===== config.mk =====
export PLATFORM = sky130hd
export DESIGN_NAME = json_stream_validator
export DESIGN_NICKNAME = d
export VERILOG_FILES = /design/src/hdl/jsv_pkg.sv /design/src/hdl/jsv_stack.sv /design/src/hdl/json_stream_validator.sv
export VERILOG_INCLUDE_DIRS = /design/src /design/src/hdl
export SDC_FILE = /design/constraint.sdc
export NUM_CORES = 1
export LEC_CHECK = 0
export ABC_AREA = 1
export BUFFER_PORTS_ARGS = -buffer_cell sky130_fd_sc_hd__buf_2
export CAP_MARGIN = 25
export CELL_PAD_IN_SITES_DETAIL_PLACEMENT = 1
export CELL_PAD_IN_SITES_GLOBAL_PLACEMENT = 2
export CORE_ASPECT_RATIO = 1.1
export CORE_MARGIN = 5
export CORE_UTILIZATION = 34
export DETAILED_ROUTE_END_ITERATION = 12
export PLACE_DENSITY = 0.74
export SLEW_MARGIN = 15
export SYNTH_ARGS = -nofsm -noshare
export SYNTH_HDL_FRONTEND = slang
export SYNTH_SLANG_ARGS = --single-unit
export TNS_END_PERCENT = 10

===== constraint.sdc =====
create_clock -name clk -period 9.1 [get_ports clk]
set_input_delay 0.91 -clock clk [delete_from_list [all_inputs] [get_ports clk]]
set_output_delay 0.91 -clock clk [all_outputs]
set_load 0.01 [all_outputs]

===== src/hdl/json_stream_validator_defines.svh =====
// Assertion helpers shared by the validator RTL.
`ifndef JSON_STREAM_VALIDATOR_DEFINES_SVH
`define JSON_STREAM_VALIDATOR_DEFINES_SVH

// Property that must hold at every clock edge outside reset.
`define JSV_ASSERT_ALWAYS(label, expr) \
  label: assert property (@(posedge clk) disable iff (rst) (expr)) \
    else $error("json_stream_validator check failed");

// Property whose consequent must hold in the cycle after the antecedent.
`define JSV_ASSERT_NEXT(label, ante, cons) \
  label: assert property (@(posedge clk) disable iff (rst) (ante) |=> (cons)) \
    else $error("json_stream_validator check failed");

`endif


===== src/hdl/jsv_pkg.sv =====
package jsv_pkg;

  localparam int MAX_DEPTH = 128;
  localparam int STACK_AW = $clog2(MAX_DEPTH);
  localparam logic [15:0] LEN_MAX = 16'hFFFF;
  localparam logic [7:0] DEPTH_CAP = 8'(MAX_DEPTH);
  localparam int FIFO_DEPTH = 4;
  localparam int FIFO_AW = $clog2(FIFO_DEPTH);

  // Token kinds.
  localparam logic [3:0] K_LBRACE = 4'd0;
  localparam logic [3:0] K_RBRACE = 4'd1;
  localparam logic [3:0] K_LBRACKET = 4'd2;
  localparam logic [3:0] K_RBRACKET = 4'd3;
  localparam logic [3:0] K_COLON = 4'd4;
  localparam logic [3:0] K_COMMA = 4'd5;
  localparam logic [3:0] K_STRING = 4'd6;
  localparam logic [3:0] K_NUMBER = 4'd7;
  localparam logic [3:0] K_TRUE = 4'd8;
  localparam logic [3:0] K_FALSE = 4'd9;
  localparam logic [3:0] K_NULL = 4'd10;
  localparam logic [3:0] K_NONE = 4'd11;

  // Status codes.
  localparam logic [2:0] ST_TOKEN = 3'd0;
  localparam logic [2:0] ST_ACCEPT = 3'd1;
  localparam logic [2:0] ST_SYNTAX = 3'd2;
  localparam logic [2:0] ST_BAD_CHAR = 3'd3;
  localparam logic [2:0] ST_BAD_ESC = 3'd4;
  localparam logic [2:0] ST_BAD_NUM = 3'd5;
  localparam logic [2:0] ST_TOO_DEEP = 3'd6;
  localparam logic [2:0] ST_EARLY_END = 3'd7;

  // Lexer states.
  localparam logic [3:0] L_IDLE = 4'd0;
  localparam logic [3:0] L_STR = 4'd1;
  localparam logic [3:0] L_ESC = 4'd2;
  localparam logic [3:0] L_HEX = 4'd3;
  localparam logic [3:0] L_KW_T = 4'd4;
  localparam logic [3:0] L_KW_F = 4'd5;
  localparam logic [3:0] L_KW_N = 4'd6;
  localparam logic [3:0] L_MINUS = 4'd7;
  localparam logic [3:0] L_ZERO = 4'd8;
  localparam logic [3:0] L_INT = 4'd9;
  localparam logic [3:0] L_DOT = 4'd10;
  localparam logic [3:0] L_FRAC = 4'd11;
  localparam logic [3:0] L_E = 4'd12;
  localparam logic [3:0] L_ESIGN = 4'd13;
  localparam logic [3:0] L_EXP = 4'd14;
  localparam logic [3:0] L_ERR = 4'd15;

  // Grammar states.
  localparam logic [2:0] G_TOP = 3'd0;
  localparam logic [2:0] G_VALUE = 3'd1;
  localparam logic [2:0] G_ARR_FIRST = 3'd2;
  localparam logic [2:0] G_OBJ_FIRST = 3'd3;
  localparam logic [2:0] G_KEY = 3'd4;
  localparam logic [2:0] G_COLON = 3'd5;
  localparam logic [2:0] G_AFTER = 3'd6;
  localparam logic [2:0] G_DONE = 3'd7;

  typedef struct packed {
    logic [3:0]  kind;
    logic [15:0] length;
    logic [7:0]  depth;
    logic [2:0]  status;
    logic        last;
  } res_t;

  typedef struct packed {
    logic [2:0] code;
    logic [2:0] gst;
    logic [7:0] depth;
    logic       push;
    logic       pbit;
  } gram_t;

endpackage


===== src/hdl/jsv_stack.sv =====
module jsv_stack (
  input  logic                         clk,
  input  logic                         wr_en,
  input  logic [jsv_pkg::STACK_AW-1:0] wr_addr,
  input  logic                         wr_data,
  input  logic [jsv_pkg::STACK_AW-1:0] rd_addr,
  output logic                         rd_data
);
  import jsv_pkg::*;

  logic mem [MAX_DEPTH];

  always_ff @(posedge clk) begin
    if (wr_en) begin
      mem[wr_addr] <= wr_data;
    end
  end

  // A write to the entry being read returns the new bit.
  always_ff @(posedge clk) begin
    if (wr_en && wr_addr == rd_addr) begin
      rd_data <= wr_data;
    end else begin
      rd_data <= mem[rd_addr];
    end
  end

endmodule


===== src/hdl/json_stream_validator.sv =====
// Results are queued when their byte is taken and are offered in order from the queue head.
// Throughput: one byte per cycle; each byte yields up to two results through
// a four-entry result queue, and input stalls while fewer than two slots are free.
// The container stack is a 1-bit memory whose registered read is addressed at the new top.
// Reset (rst, synchronous) clears all control state and sets the limit to DEPTH_CAP; the stack holds no reset.
// End of document reports the final status and returns the parser to its reset state.
`include "json_stream_validator_defines.svh"

module json_stream_validator (
  input  logic        clk,
  input  logic        rst,
  input  logic        in_valid,
  output logic        in_stall,
  input  logic [7:0]  data_byte,
  input  logic        end_of_document,
  output logic        out_valid,
  input  logic        out_stall,
  output logic [3:0]  token_kind,
  output logic [15:0] token_length,
  output logic [7:0]  nesting_depth,
  output logic [2:0]  status,
  output logic        last,
  input  logic        cfg_valid,
  output logic        cfg_ready,
  input  logic [7:0]  nesting_limit
);
  import jsv_pkg::*;

  function automatic logic is_digit(input logic [7:0] c);
    return c >= "0" && c <= "9";
  endfunction

  function automatic logic is_hex(input logic [7:0] c);
    return is_digit(c) || (c >= "a" && c <= "f") || (c >= "A" && c <= "F");
  endfunction

  function automatic logic is_alnum(input logic [7:0] c);
    return is_digit(c) || (c >= "a" && c <= "z") || (c >= "A" && c <= "Z");
  endfunction

  function automatic logic [7:0] kw_char(input logic [1:0] sel, input logic [2:0] p);
    logic [7:0] ch;
    ch = 8'h00;
    case (sel)
      2'd0: ch = (p == 3'd1) ? "r" : (p == 3'd2) ? "u" : "e";
      2'd1: ch = (p == 3'd1) ? "a" : (p == 3'd2) ? "l" : (p == 3'd3) ? "s" : "e";
      default: ch = (p == 3'd1) ? "u" : "l";
    endcase
    return ch;
  endfunction

  function automatic res_t mk(input logic [3:0] k, input logic [15:0] l,
                              input logic [7:0] d, input logic [2:0] s);
    res_t r;
    r.kind = k;
    r.length = l;
    r.depth = d;
    r.status = s;
    r.last = 1'b0;
    return r;
  endfunction

  function automatic gram_t gram(input logic [3:0] kind, input logic [2:0] g,
                                 input logic [7:0] d, input logic [7:0] lim,
                                 input logic top_obj);
    gram_t r;
    logic scalar;
    r.code = ST_SYNTAX;
    r.gst = g;
    r.depth = d;
    r.push = 1'b0;
    r.pbit = (kind == K_LBRACE);
    scalar = kind >= K_STRING && kind <= K_NULL;
    if (g inside {G_TOP, G_VALUE, G_ARR_FIRST, G_OBJ_FIRST}) begin
      if (g == G_OBJ_FIRST && kind == K_STRING) begin
        r.code = ST_TOKEN;
        r.gst = G_COLON;
      end else if (g != G_OBJ_FIRST && scalar) begin
        r.code = ST_TOKEN;
        r.gst = (d == 8'd0) ? G_DONE : G_AFTER;
      end else if (kind == K_LBRACE || kind == K_LBRACKET) begin
        if (g == G_OBJ_FIRST) begin
          r.code = ST_SYNTAX;
        end else if (d >= lim) begin
          r.code = ST_TOO_DEEP;
        end else begin
          r.code = ST_TOKEN;
          r.push = 1'b1;
          r.depth = d + 8'd1;
          r.gst = (kind == K_LBRACE) ? G_OBJ_FIRST : G_ARR_FIRST;
        end
      end else if ((g == G_ARR_FIRST && kind == K_RBRACKET) ||
                   (g == G_OBJ_FIRST && kind == K_RBRACE)) begin
        r.code = ST_TOKEN;
        r.depth = d - 8'd1;
        r.gst = (d == 8'd1) ? G_DONE : G_AFTER;
      end
    end else if (g == G_KEY) begin
      if (kind == K_STRING) begin
        r.code = ST_TOKEN;
        r.gst = G_COLON;
      end
    end else if (g == G_COLON) begin
      if (kind == K_COLON) begin
        r.code = ST_TOKEN;
        r.gst = G_VALUE;
      end
    end else if (g == G_AFTER && d != 8'd0) begin
      if (kind == K_COMMA) begin
        r.code = ST_TOKEN;
        r.gst = top_obj ? G_KEY : G_VALUE;
      end else if ((kind == K_RBRACE && top_obj) || (kind == K_RBRACKET && !top_obj)) begin
        r.code = ST_TOKEN;
        r.depth = d - 8'd1;
        r.gst = (d == 8'd1) ? G_DONE : G_AFTER;
      end
    end
    return r;
  endfunction

  logic [7:0]  limit;
  logic [7:0]  lim;
  logic [3:0]  lex, lex_next;
  logic [2:0]  kwp, kwp_next;
  logic [2:0]  hexl, hexl_next;
  logic [15:0] len, len_next, len_bump;
  logic [2:0]  gst, gst_next;
  logic [7:0]  depth, depth_next;
  logic [2:0]  err, err_next;

  logic                take;
  logic                wr_en, wr_data, rd_data, top_obj;
  logic [STACK_AW-1:0] wr_addr, rd_addr;

  res_t       q [2];
  logic [1:0] nq;
  logic [7:0] c;
  logic [1:0] sel;
  logic [2:0] klen;
  logic       tok_a, tok_b, idle_again, lfail;
  logic [3:0] ka, kb;
  logic [2:0] lcode, fin;
  gram_t      ga, gb;

  res_t               fifo [FIFO_DEPTH];
  logic [FIFO_AW-1:0] wptr, rptr;
  logic [FIFO_AW:0]   count, count_next;
  logic               pop;

  assign cfg_ready = 1'b1;
  assign lim = (limit > DEPTH_CAP) ? DEPTH_CAP : limit;
  assign take = in_valid && !in_stall;
  assign top_obj = (depth != 8'd0) && rd_data;
  assign len_bump = (len == LEN_MAX) ? len : len + 16'd1;
  assign rd_addr = STACK_AW'(depth_next - 8'd1);

  jsv_stack u_stack (
    .clk     (clk),
    .wr_en   (wr_en),
    .wr_addr (wr_addr),
    .wr_data (wr_data),
    .rd_addr (rd_addr),
    .rd_data (rd_data)
  );

  always_comb begin
    lex_next = lex;
    kwp_next = kwp;
    hexl_next = hexl;
    len_next = len;
    gst_next = gst;
    depth_next = depth;
    err_next = err;
    q[0] = '0;
    q[1] = '0;
    nq = 2'd0;
    wr_en = 1'b0;
    wr_addr = depth[STACK_AW-1:0];
    wr_data = 1'b0;
    c = data_byte;
    sel = (lex == L_KW_F) ? 2'd1 : (lex == L_KW_N) ? 2'd2 : 2'd0;
    klen = (sel == 2'd1) ? 3'd5 : 3'd4;
    tok_a = 1'b0;
    tok_b = 1'b0;
    ka = K_NONE;
    kb = K_NONE;
    idle_again = 1'b0;
    lfail = 1'b0;
    lcode = ST_SYNTAX;
    ga = '0;
    gb = '0;
    fin = ST_EARLY_END;

    if (take) begin
      if (end_of_document) begin
        // A complete number or keyword still pending is reported first.
        if (lex inside {L_ZERO, L_INT, L_FRAC, L_EXP}) begin
          lex_next = L_IDLE;
          tok_a = 1'b1;
          ka = K_NUMBER;
        end else if (lex inside {L_KW_T, L_KW_F, L_KW_N} && kwp == klen) begin
          lex_next = L_IDLE;
          tok_a = 1'b1;
          ka = K_TRUE + 4'(sel);
        end
      end else begin
        case (lex)
          L_ERR: ;
          L_IDLE: idle_again = 1'b1;
          L_STR: begin
            if (c == "\"") begin
              lex_next = L_IDLE;
              tok_a = 1'b1;
              ka = K_STRING;
            end else if (c == "\\") begin
              len_next = len_bump;
              lex_next = L_ESC;
            end else if (c < 8'h20) begin
              lfail = 1'b1;
              lcode = ST_BAD_CHAR;
            end else begin
              len_next = len_bump;
            end
          end
          L_ESC: begin
            if (c == "u") begin
              len_next = len_bump;
              hexl_next = 3'd4;
              lex_next = L_HEX;
            end else if (c inside {"\"", "\\", "/", "b", "f", "n", "r", "t"}) begin
              len_next = len_bump;
              lex_next = L_STR;
            end else begin
              lfail = 1'b1;
              lcode = ST_BAD_ESC;
            end
          end
          L_HEX: begin
            if (!is_hex(c)) begin
              lfail = 1'b1;
              lcode = ST_BAD_ESC;
            end else begin
              len_next = len_bump;
              hexl_next = hexl - 3'd1;
              if (hexl == 3'd1) begin
                lex_next = L_STR;
              end
            end
          end
          L_KW_T, L_KW_F, L_KW_N: begin
            if (kwp < klen) begin
              if (c == kw_char(sel, kwp)) begin
                kwp_next = kwp + 3'd1;
                len_next = len_bump;
              end else begin
                lfail = 1'b1;
                lcode = ST_BAD_CHAR;
              end
            end else if (is_alnum(c)) begin
              lfail = 1'b1;
              lcode = ST_BAD_CHAR;
            end else begin
              lex_next = L_IDLE;
              tok_a = 1'b1;
              ka = K_TRUE + 4'(sel);
              idle_again = 1'b1;
            end
          end
          L_MINUS, L_DOT, L_ESIGN: begin
            if (is_digit(c)) begin
              len_next = len_bump;
              if (lex == L_MINUS) begin
                lex_next = (c == "0") ? L_ZERO : L_INT;
              end else begin
                lex_next = (lex == L_DOT) ? L_FRAC : L_EXP;
              end
            end else begin
              lfail = 1'b1;
              lcode = ST_BAD_NUM;
            end
          end
          L_E: begin
            if (c == "+" || c == "-") begin
              len_next = len_bump;
              lex_next = L_ESIGN;
            end else if (is_digit(c)) begin
              len_next = len_bump;
              lex_next = L_EXP;
            end else begin
              lfail = 1'b1;
              lcode = ST_BAD_NUM;
            end
          end
          default: begin
            if (is_digit(c) && lex != L_ZERO) begin
              len_next = len_bump;
            end else if (c == "." && (lex == L_ZERO || lex == L_INT)) begin
              len_next = len_bump;
              lex_next = L_DOT;
            end else if ((c == "e" || c == "E") && lex != L_EXP) begin
              len_next = len_bump;
              lex_next = L_E;
            end else begin
              lex_next = L_IDLE;
              tok_a = 1'b1;
              ka = K_NUMBER;
              idle_again = 1'b1;
            end
          end
        endcase
      end

      if (lfail) begin
        err_next = lcode;
        lex_next = L_ERR;
        q[nq[0]] = mk(K_NONE, 16'd0, depth_next, lcode);
        nq = nq + 2'd1;
      end

      if (tok_a) begin
        ga = gram(ka, gst_next, depth_next, lim, top_obj);
        if (ga.code != ST_TOKEN) begin
          err_next = ga.code;
          lex_next = L_ERR;
          q[nq[0]] = mk(K_NONE, 16'd0, depth_next, ga.code);
        end else begin
          gst_next = ga.gst;
          depth_next = ga.depth;
          q[nq[0]] = mk(ka, len, depth_next, ST_TOKEN);
        end
        nq = nq + 2'd1;
      end

      // A byte taken while idle, or the byte that ended a number or keyword, starts over as a fresh byte.
      if (idle_again && err_next == 3'd0 &&
          !(c == " " || c == 8'h09 || c == 8'h0A || c == 8'h0D)) begin
        if (gst_next == G_DONE) begin
          lfail = 1'b1;
          lcode = ST_SYNTAX;
        end else begin
          len_next = 16'd0;
          case (c)
            "{": begin tok_b = 1'b1; kb = K_LBRACE; end
            "}": begin tok_b = 1'b1; kb = K_RBRACE; end
            "[": begin tok_b = 1'b1; kb = K_LBRACKET; end
            "]": begin tok_b = 1'b1; kb = K_RBRACKET; end
            ":": begin tok_b = 1'b1; kb = K_COLON; end
            ",": begin tok_b = 1'b1; kb = K_COMMA; end
            "\"": lex_next = L_STR;
            "t", "f", "n": begin
              lex_next = (c == "t") ? L_KW_T : (c == "f") ? L_KW_F : L_KW_N;
              kwp_next = 3'd1;
              len_next = 16'd1;
            end
            "-": begin
              lex_next = L_MINUS;
              len_next = 16'd1;
            end
            "0": begin
              lex_next = L_ZERO;
              len_next = 16'd1;
            end
            default: begin
              if (is_digit(c)) begin
                lex_next = L_INT;
                len_next = 16'd1;
              end else begin
                lfail = 1'b1;
                lcode = ST_BAD_CHAR;
              end
            end
          endcase
        end
        if (lfail) begin
          err_next = lcode;
          lex_next = L_ERR;
          q[nq[0]] = mk(K_NONE, 16'd0, depth_next, lcode);
          nq = nq + 2'd1;
        end
        if (tok_b) begin
          gb = gram(kb, gst_next, depth_next, lim, top_obj);
          if (gb.code != ST_TOKEN) begin
            err_next = gb.code;
            lex_next = L_ERR;
            q[nq[0]] = mk(K_NONE, 16'd0, depth_next, gb.code);
          end else begin
            wr_en = gb.push;
            wr_addr = depth_next[STACK_AW-1:0];
            wr_data = gb.pbit;
            gst_next = gb.gst;
            depth_next = gb.depth;
            q[nq[0]] = mk(kb, 16'd1, depth_next, ST_TOKEN);
          end
          nq = nq + 2'd1;
        end
      end

      if (end_of_document) begin
        if (err_next != 3'd0) begin
          fin = err_next;
        end else if (lex_next == L_IDLE && gst_next == G_DONE) begin
          fin = ST_ACCEPT;
        end else begin
          fin = ST_EARLY_END;
        end
        q[nq[0]] = mk(K_NONE, 16'd0, depth_next, fin);
        nq = nq + 2'd1;
        lex_next = L_IDLE;
        kwp_next = 3'd0;
        hexl_next = 3'd0;
        len_next = 16'd0;
        gst_next = G_TOP;
        depth_next = 8'd0;
        err_next = 3'd0;
      end

      if (nq == 2'd1) begin
        q[0].last = 1'b1;
      end else if (nq == 2'd2) begin
        q[1].last = 1'b1;
      end
    end
  end

  always_ff @(posedge clk) begin
    if (rst) begin
      lex <= L_IDLE;
      kwp <= 3'd0;
      hexl <= 3'd0;
      len <= 16'd0;
      gst <= G_TOP;
      depth <= 8'd0;
      err <= 3'd0;
      limit <= DEPTH_CAP;
    end else begin
      lex <= lex_next;
      kwp <= kwp_next;
      hexl <= hexl_next;
      len <= len_next;
      gst <= gst_next;
      depth <= depth_next;
      err <= err_next;
      if (cfg_valid && cfg_ready) begin
        limit <= nesting_limit;
      end
    end
  end

  // Result queue: up to two writes per accepted byte, one read per cycle while out_stall is low.
  assign pop = out_valid && !out_stall;
  assign in_stall = count > (FIFO_AW + 1)'(FIFO_DEPTH - 2);
  assign count_next = count + (take ? (FIFO_AW + 1)'(nq) : '0) - (pop ? 1'b1 : 1'b0);

  always_ff @(posedge clk) begin
    if (rst) begin
      wptr <= '0;
      rptr <= '0;
      count <= '0;
    end else begin
      count <= count_next;
      if (take) begin
        wptr <= wptr + FIFO_AW'(nq);
      end
      if (pop) begin
        rptr <= rptr + 1'b1;
      end
    end
  end

  always_ff @(posedge clk) begin
    if (take && nq != 2'd0) begin
      fifo[wptr] <= q[0];
    end
    if (take && nq == 2'd2) begin
      fifo[wptr + 1'b1] <= q[1];
    end
  end

  assign out_valid = count != '0;
  assign token_kind = fifo[rptr].kind;
  assign token_length = fifo[rptr].length;
  assign nesting_depth = fifo[rptr].depth;
  assign status = fifo[rptr].status;
  assign last = fifo[rptr].last;

  `JSV_ASSERT_ALWAYS(a_err_parks_lexer, (err == 3'd0) || (lex == L_ERR))
  `JSV_ASSERT_ALWAYS(a_depth_bounded, depth <= DEPTH_CAP)
  `JSV_ASSERT_ALWAYS(a_queue_bounded, count <= (FIFO_AW + 1)'(FIFO_DEPTH))
  `JSV_ASSERT_NEXT(a_eod_clears, take && end_of_document, (depth == 8'd0) && (gst == G_TOP) && (err == 3'd0) && (lex == L_IDLE))

endmodule

Word level (Yosys, flattened, before mapping)
Memory sizes are Yosys's and may differ from the RTL's. A register that Yosys moved wholly into a read port is not among the register bits.
Cells that the tools add are included.

cells by class
  $add $sub $neg = 18
  $mul = 0
  divide/modulo/power cells = 0
  $lt $le $gt $ge = 26
  equality and inequality tests = 85
  shifts and indexed selects = 0
  mux-type cells = 305
  bitwise operators = 4
  reduce and logical (&&, ||, !) cells = 91

operators with widths
  kind                  number
  $mux W64              12
  $bwmux W64            6
  $mux W16              17
  $mux W32              6
  $mux W4               41
  $mux W8               20
  $mux W14              11
  $mux W3               51
  $demux W32 S1         4
  $pmux W16 S7          1
  $eq A8 B7 Y1 const B  13
  $eq A8 B6 Y1 const B  9
  $mux W1               70
  $mux W5               12
  $mux W13              4
  $mux W12              4
  $mux W6               8
  $eq A4 B3 Y1 const B  10
  $mux W2               19
  $logic_and A1 B1 Y1   37
  $mux W9               4
  $eq A4 B4 Y1 const B  8
  $le A8 B7 Y1 const B  4
  $mux W7               4
  other kinds (67)      154

word-level totals
  register bits after elaboration = 55
  latch bits = 0
  RAM bits = 256
  ROM bits = 0
  bits of input ports = 22
  output and inout bits = 35
  logic and storage cells = 542
  memories = 2

memory list
  name         depth  bits a word  rd ports  clocked after Yosys merged registers in  write ports  line                          text
  fifo         4      32           1         1                                        2            json_stream_validator.sv:145  res_t fifo [FIFO_DEPTH];
  u_stack.mem  128    1            1         1                                        1            jsv_stack.sv:11               logic mem [MAX_DEPTH];

Depth between registers and ports, before layout
Gate-level depths: netlist of run 1.

  depth after elaboration = 59
  mapped depth = 39
  mapped depth without buffers = 38

Hierarchy
Synthesis of run 1 repeated with hierarchy kept, for this count alone.

unflattened totals
  cells, all modules = 2661
  area total of the unflattened synthesis = 20106.8 sq um

by module, submodules not included
  module                 times used  cells each  area each (sq um)  sequential area each (sq um)
  json_stream_validator  1           2047        14106.0            4984.8
  jsv_stack              1           614         6000.8             3983.8

Worst setup path before layout of run 1
Ideal clock, no wire load.

  path type = input port to flip-flop
  start = in data_byte[5]
  end = mem u_stack.mem[0] (data pin)
  library setup time = 1.152 ns
  arrival time = 8.144 ns
  required time = 7.948 ns
  setup slack = -0.196 ns
  stages = 22
  buffers on the path = 2
  cell sequence = buf_2 > nand2_1 > nor2_2 > nand3_1 > nand2_1 > inv_2 > nand2_4 > nand2_4 > nand2_2 > nand3_2 > nand3_1 > nand3_2 > nand4_4 > nand2_4 > buf_4 > nor3_4 > nand2_1 > o21ai_1 > nand2_2 > inv_2 > nand2_2 > nor3_1

on the way
  cells in the longest elaborated chain, start to end = 45
  elaborated cells on any way between the ends = 219
  classes of those cells = 14 x order compare; 45 x eq/ne; 109 x mux; 51 x reduce/logical

RTL lines
  what                                                       line                                                        text
  start: declaration                                         json_stream_validator.sv:14                                 input logic [7:0] data_byte,
  $ge A8 B6 Y1 (tied with other cells)                       json_stream_validator.sv:30                                 return c >= "0" && c <= "9";
  $logic_and A1 B1 Y1 (tied with other cells)                json_stream_validator.sv:30
  $logic_or A1 B1 Y1 or $logic_and A1 B1 Y1 (tied branches)  json_stream_validator.sv:38, json_stream_validator.sv:300
  $logic_or A1 B1 Y1 or $mux W4 (tied branches)              json_stream_validator.sv:38, json_stream_validator.sv:300
  $mux W4, on equally long branches                          json_stream_validator.sv:259, json_stream_validator.sv:297
  $mux W4, on equally long branches                          json_stream_validator.sv:251, json_stream_validator.sv:295
  $pmux W4 S3                                                json_stream_validator.sv:207                                case (lex)
  $mux W4                                                    json_stream_validator.sv:195                                if (end_of_document) begin
  [... 30 more ...]                                          -
  $mux W14                                                   json_stream_validator.sv:335                                if (idle_again && err_next == 3'd0 &&
  $mux W14                                                   json_stream_validator.sv:194                                if (take) begin
  $reduce_bool A3 Y1                                         json_stream_validator.sv:382                                if (gb.code != ST_TOKEN) begin
  $mux W1                                                    json_stream_validator.sv:382
  $mux W1                                                    json_stream_validator.sv:380                                if (tok_b) begin
  $mux W1 (*)                                                json_stream_validator.sv:335
  $mux W1 (*)                                                json_stream_validator.sv:194
  net u_stack.wr_data                                        jsv_stack.sv:5                                              input logic wr_data,
  end: declaration                                           jsv_stack.sv:11

The timed path passes the listed nets; every way through them passes the cells marked *. The select of a mux whose other input is x is not followed.

==> impl_summary.txt, run 1 <==
----------------------------------------------------
[Run status]
  Result of the run ... finished clean

[Die]
  Die Wd ... 240.9 µm
  Die Area ... 0.06357 mm²
  Die outline height ... 263.9 µm
  Std cell rows ... 93
  Placeable core region ... 0.05830 mm²
  Top-level port count ... 57
  Effective utilization at floorplan ... 34.19%

[CTS]
  Clock-pin slew on the worst setup and hold paths ... 0.06 ns
  Root buf cell ... clkbuf_16
  TritonCTS clock tree ... done
  Post-CTS setup buffer count ... 0
  Total CTS buffers ... 38
  Post-CTS Hold Buffers ... 0
  Clock latency reported for the late side of the worst-skew pair ... 0.56 ns
  H-tree levels ... 2
  Max Root-Sink Buffers ... 3
  CTS resizes ... 0
  Number of clock sinks seen by CTS ... 320

[Synthesis]
  Count of warnings emitted by yosys ... 0
  Number of library cell types mapped by synthesis ... 57
  Yosys top cell area share ... 38.57%
  Biggest area contributors in the synthesized netlist ... edfxtp_1 (39%), nand2_1 (11%), nor2_1 (7.8%)
  Netlist Area Pre-Place ... 0.01993 mm²
  Average size of a mapped cell ... 7.488 µm²
  Number of synthesized register bits ... 320
  Library cell with the largest summed area after synthesis ... edfxtp_1
  Most numerous cell in the Yosys netlist ... nand2_1
  Share of the yosys chip area belonging to registers ... 44.99%
  Primary FF master, synth ... edfxtp_1
  Asr flop ratio synth ... 0%
  Post-synthesis instance total ... 2662
  List of most frequent post-synthesis cells ... nand2_1 (605), nor2_1 (416), edfxtp_1 (256)
  Number of enable flip-flop cells after synthesis ... 256
  Syn_nets ... 2713

[Timing]
  Final Skew ... 0.01224 ns
  Transition time of the tightest slew-check pin ... 1.050 ns
  Slew Limit Fails ... 0
  Final cycle utilization of the critical path ... 72.62%
  Slack of the critical path ... 2.492 ns
  Final Hold Violating Endpoints ... 0
  Slew HR ... 29.23%
  Final worst hold slack ... 0.4686 ns
  Achievable frequency ... 151.3 MHz
  Final-report setup violation count ... 0
  Setup repair after global routing missed its margin ... false
  Total negative slack ... 0 ns
  Minimum period implied by the final worst setup slack ... 6.608 ns

[Min path]
  Worst Hold Depth ... 2
  Min-Delay Endpoint ... hexl[1]
  Launch point of the worst hold path ... hexl[1]
  Type of the most critical hold path ... reg2reg

[GRT]
  Remaining Overflow, GRT ... 0
  Number of global-route vias before repair ... 18.97k
  Overall routing resource usage ... 22.28%
  Initial antenna violation count ... 0
  Maximum number of pins on one net before global-route repair ... 129
  First-pass GRT wire length ... 112000 µm

[Job]
  Max-cap viol count ... 0

[Critical path]
  Launching element type of the critical path ... flop
  Maximum net fanout on the critical path ... 35
  Reg2Reg Setup Slack ... 2.49 ns
  Endpoint arrival time on the critical path ... 6.80 ns
  Crit Reg-Reg Startpoint ... lex[0]
  Path type of the worst setup path ... reg2reg
  Worst r2r path cells ... 25
  Endpoint required time on the critical path ... 9.29 ns
  Setup crit end kind ... flop
  Reg-to-Reg End ... fifo[3][8]

[Cells and area]
  Signed area change from the synthesized netlist to the final layout ... 10.80%
  Fraction of layout cells with a size suffix above 1 ... 8.343%
  Number of antenna cells inserted ... 0
  Final Util ... 37.88%
  Count of nets after finishing ... 2698

[Route]
  Post-DR wirelength/cell ... 21.14 µm
  1st-pass router iterations ... 5
  Vias per std cell ... 5.411
  Number of remaining DRC errors ... 0
  Remaining antenna violation count ... 0
  Initial DRC count ... 1088
  Post-Route WL ... 72570 µm
  Vias after detailed routing ... 18.58k

[Place]
  Setup WS pre-CTS ... 2.215 ns
  Number of port buffers ... 55
  Routability congestion estimate from global placement ... 0.9043
  Detailed placement HPWL ... 51210 µm

[Pwr]
  Ratio of total power to cell area ... 240.4 mW/mm²
  Leakage power ... 9.172 nW
  Worst vdd ir ... 0.1212 mV

----------------------------------------------------
==> worst max path at each step <==
stage	depth (start not counted)	slack (ns)	startpoint	endpoint
3_5_place_dp	29	2.21	data_byte[7]	fifo[3][4]
2_1_floorplan	22	2.30	data_byte[5]	u_stack.mem[0]
6_report	25	2.49	lex[0]	fifo[3][8]
3_3_place_gp	29	2.37	data_byte[7]	fifo[3][14]
5_1_grt	25	1.88	lex[0]	fifo[0][14]
4_1_cts	25	2.47	lex[0]	fifo[3][26]
==> final cells by class <==
type                    instances  area (µm²)
fillers                      7164       36210
multi-input cells            1929        9363
flip-flops and latches        320        8971
inverters                     276        1041
clock buffers                  46        1012
well taps                     760       950.9
repair buffers                 82       530.5
clock inverters                20       216.5
==> critical path: stages, from the launching register on <==
cell and delay (ns):
dfxtp_1 0.51, inv_2 0.07, nand2_1 0.13, nor2_1 0.09, nor2_4 0.56, inv_2 0.30, nand2_1 0.21, inv_1 0.10
nand2_1 0.30, nand3_1 0.19, nand3_2 0.31, nand2_2 0.13, inv_2 0.11, nor2_1 0.06, inv_2 0.17, nand4_1 0.13
nor2_2 0.79, inv_1 0.14, nand2_1 0.15, nand2_4 0.09, nor2_8 0.17, nand2_2 0.10, nand2_4 0.15, nand4_4 0.53
nand2_1 0.26, buf_4 0.47
==> layout by cell type (no fill, tap or decap), drive strengths merged, types with 3 or more instances in the layout <==
cell,n
o221ai,9
nand3,195
nand2,630
nor4,8
and2,3
o211ai,22
ha,28
bufinv,4
o2111ai,4
dfxtp,64
buf,81
o31ai,11
clkinv,20
o21ai,263
or2,7
nand3b,3
a21oi,119
nor2,426
nor3,43
a31oi,8
nand4,41
clkbuf,47
a22oi,4
xor2,19
o22ai,67
o21a,3
edfxtp,256
inv,272
==> registers in the layout (all words and copies together), names as in the netlist, 4 cells and up, named ones only <==
| signal | flops |
|---|---|
| depth | 8 |
| fifo | 128 |
| len | 16 |
| lex | 4 |
| limit | 8 |
| u_stack.mem | 128 |
==> metal layers <==
metal | vias up | global-route usage [%] | share of wire, % | wire length (µm)
met1 | 9200 | 29.15 | 44 | 32080
li1 | 8915 | - | - | -
met2 | 346 | 38.05 | 48 | 35120
met4 | 0 | 7.580 | 3.7 | 2686
met5 | - | 0 | 0 | 0
met3 | 115 | 2.861 | 3.7 | 2682
==> cells by family (layout without fill, tap and decap cells) <==
| group | Yosys count | count (layout) | synth area share [%] |
|---|---|---|---|
| xor gates and xnor gates | 21 | 21 | 0.9227 |
| DFF | 320 | 320 | 44.99 |
| adders and majority gates | 29 | 29 | 1.858 |
| muxes | 2 | 2 | 0.1004 |
| and+or+nand+nor | 1357 | 1357 | 29.41 |
| AOI/OAI and AO/OA | 519 | 519 | 14.55 |
| other | 1 | 1 | 0.01881 |
| buffers and inverters | 413 | 424 | 8.148 |
==> per-stage QoR <==
step / total power, mW / cells / instance area, µm²
after floorplan: 3.117 / 2662 / 19940
after global placement: 3.772 / 3363 / 20770
after detailed placement: 3.820 / 3365 / 20820
after CTS: 5.369 / 3431 / 22050
after global routing: 5.644 / 3433 / 22080
final: 5.309 / 3433 / 22080
==> power breakdown <==
part,switching (mW),internal (mW),leakage [nW]
Clock,0.627,0.905,0.595
Sequential,0.0943,1.77,3.11
Combinational,1.39,0.520,5.47
No activity file was read; power rests on OpenSTA's default activity.
==> run 2, diff against run 1 <==
--- a/config.mk
+++ b/config.mk
@@ -13,9 +13,9 @@
 export CELL_PAD_IN_SITES_GLOBAL_PLACEMENT = 2
 export CORE_ASPECT_RATIO = 1.1
 export CORE_MARGIN = 5
-export CORE_UTILIZATION = 34
+export CORE_UTILIZATION = 38
 export DETAILED_ROUTE_END_ITERATION = 12
-export PLACE_DENSITY = 0.74
+export PLACE_DENSITY = 0.78
 export SLEW_MARGIN = 15
 export SYNTH_ARGS = -nofsm -noshare
 export SYNTH_HDL_FRONTEND = slang
==> constraint.sdc (replaced) <==
create_clock -name clk -period 6.4 [get_ports clk]
set_input_delay 0.64 -clock clk [delete_from_list [all_inputs] [get_ports clk]]
set_output_delay 0.64 -clock clk [all_outputs]
set_load 0.01 [all_outputs]
==> impl_summary.txt, run 2 (synthesized netlist as in run 1, its figures left out) <==
----------------------------------------------------
[Timing]
  Achievable frequency ... 172.1 MHz (+14%)
  Final Skew ... 0.01956 ns (+0.007313 ns)
  Slew HR ... 37.91% (+8.7 points)
  Setup repair after global routing missed its margin ... false
  Slew Limit Fails ... 0 (unchanged)
  Transition time of the tightest slew-check pin ... 0.9242 ns (-0.1262 ns)
  Final worst hold slack ... 0.3208 ns (-0.1478 ns)
  Final cycle utilization of the critical path ... 90.79% (+18 points)
  Minimum period implied by the final worst setup slack ... 5.810 ns (-0.7979 ns)
  Final Hold Violating Endpoints ... 0 (unchanged)
  Final-report setup violation count ... 0 (unchanged)
  Total negative slack ... 0 ns (unchanged)

[Route]
  Initial DRC count ... 1005 (-7.6%)
  Number of remaining DRC errors ... 0 (unchanged)
  Vias after detailed routing ... 18.65k (+0.41%)
  Vias per std cell ... 5.523 (+2.1%)
  1st-pass router iterations ... 5 (unchanged)
  Post-Route WL ... 73130 µm (+0.78%)
  Post-DR wirelength/cell ... 21.66 µm (+2.4%)
  Remaining antenna violation count ... 0 (unchanged)

[CTS]
  CTS resizes ... 0 (unchanged)
  Root buf cell ... clkbuf_16
  Max Root-Sink Buffers ... 3 (unchanged)
  Clock-pin slew on the worst setup and hold paths ... 0.06 ns (about the same)
  Post-CTS Hold Buffers ... 0 (unchanged)
  TritonCTS clock tree ... done
  H-tree levels ... 2 (unchanged)
  Post-CTS setup buffer count ... 0 (unchanged)
  Total CTS buffers ... 37 (-2.6%)
  Clock latency reported for the late side of the worst-skew pair ... 0.55 ns (about the same)
  Number of clock sinks seen by CTS ... 320 (unchanged)

[Place]
  Routability congestion estimate from global placement ... 0.9048 (about the same)
  Placement Cell Area ... 0.02095 mm² (+0.61%)
  Detailed placement HPWL ... 51730 µm (+1.0%)
  Number of port buffers ... 55 (unchanged)

[Critical path]
  Most frequent CP cell ... nand2_4
  Endpoint required time on the critical path ... 6.80 ns (-2.49 ns)
  Path type of the worst setup path ... reg2reg
  Setup crit end kind ... flop
  Launching element type of the critical path ... flop
  Endpoint arrival time on the critical path ... 6.21 ns (-0.59 ns)
  Critical Path Max Stage Delay ... 0.54 ns (-0.25 ns)
  Critical path's slowest cell ... nor2_4
  Maximum net fanout on the critical path ... 25 (-29%)

[Cells and area]
  Fill cells ... 6422 (-10%)
  Sequential cell area ... 0.008971 mm² (unchanged)
  Count of nets after finishing ... 2728 (+1.1%)
  Leading cell types in the layout, fill and taps excluded ... nand2_1 (605), nor2_1 (416), edfxtp_1 (256)
  Number of antenna cells inserted ... 0 (unchanged)
  Leading cell type in the layout, fill and taps excluded ... nand2_1
  Largest registers ... fifo: 128 flops, u_stack.mem: 128 flops, len: 16 flops
  Fraction of layout cells with a size suffix above 1 ... 9.289% (+0.95 points)
  Signed area change from the synthesized netlist to the final layout ... 10.57%
  Total area of multi-input combinational cells ... 0.009356 mm² (about the same)
  Final design instance area without fill ... 0.02204 mm² (-0.20%)

[GRT]
  Maximum number of pins on one net before global-route repair ... 129 (unchanged)
  Initial antenna violation count ... 0 (unchanged)
  First-pass GRT wire length ... 112600 µm (+0.51%)
  Number of global-route vias before repair ... 19.31k (+1.8%)
  Overall routing resource usage ... 24.81% (+2.5 points)
  Remaining Overflow, GRT ... 0 (unchanged)

[Pwr]
  Switching Share ... 40.47% (+0.61 points)
  Relative contribution of combinational cells to total power ... 37.6% (+1.5 points)
  Internal power consumption ... 4.366 mW (+37%)
  Net switching power of the design ... 2.968 mW (+40%)
  Ratio of total power to cell area ... 332.8 mW/mm² (+38%)
  Sequential fraction of design power ... 35.8% (+0.7 points)
  Leakage power ... 9.241 nW (+0.75%)
  Part of the power in the clock network ... 26.6% (-2.3 points)
  Worst vdd ir ... 0.1648 mV (+36%)

[Die]
  Std cell rows ... 88 (-5.4%)
  Top-level port count ... 57 (unchanged)
  Die Area ... 0.05714 mm² (-10%)
  Die Wd ... 228.4 µm (-5.2%)
  Effective utilization at floorplan ... 38.19% (+4.0 points)
  Die outline height ... 250.2 µm (-5.2%)
  Placeable core region ... 0.05219 mm² (-10%)

[Run status]
  Result of the run ... finished clean

[Job]
  Max-cap viol count ... 0 (unchanged)

[Min path]
  Type of the most critical hold path ... in2reg

----------------------------------------------------
[run 2: layout make-up]
class,count,area share (%)
sequential,320,40.70
clock buffer,48,4.479
clock inverter,16,0.3804
tap,675,3.832
timing repair buffer,113,3.429
inverter,276,4.723
multi-input combinational,1929,42.45
[run 2: final timing paths]
kind	cells past startpoint	to	slack [ns]	start
worst max-delay path	35	count[2]	0.59	lex[0]
worst min-delay path	3	limit[7]	0.32	nesting_limit[7]
worst max register to register	35	count[2]	0.59	lex[0]
worst min register to register	2	hexl[1]	0.47	hexl[1]
[run 2: power groups by stage]
stage	Sequential, mW	Clock (mW)	Combinational, mW
final	2.63	1.95	2.76
after global placement	2.66	0	2.70
after floorplan	2.62	0	1.82
after CTS	2.63	1.99	2.77
after detailed placement	2.67	0	2.75
after global routing	2.64	2.08	3.04
[run 2: critical path, delay by kind of cell (launching register included)]
| kind | cells | cell delay, ns |
|---|---|---|
| xor+xnor | 1 | 0.17 |
| compound gates | 1 | 0.06 |
| buf+inv | 10 | 0.99 |
| fa+ha+maj | 3 | 0.78 |
| simple gates | 20 | 3.17 |
| flops | 1 | 0.49 |
[run 2: metrics by stage]
stage | std cells | setup WS, ns | total power [mW] | utilization (%)
2_1_floorplan | 2662 | 1.118 | 4.432 | -
3_3_place_gp | 3311 | 0.7376 | 5.363 | 40.09
3_5_place_dp | 3312 | 0.6418 | 5.420 | 40.14
4_1_cts | 3376 | 0.5964 | 7.386 | 42.19
5_1_grt | 3377 | 0.1508 | 7.759 | 42.23
6_report | 3377 | 0.5896 | 7.334 | 42.23
[run 2: routing by layer]
layer,share of wire (%),wire [µm],vias to the layer above,track usage (%)
li1,-,-,8965,-
met4,3.2,2344,0,7.849
met2,49,36060,371,43.96
met3,3.7,2684,111,2.573
met5,0,0,-,0
met1,44,32050,9205,32.01
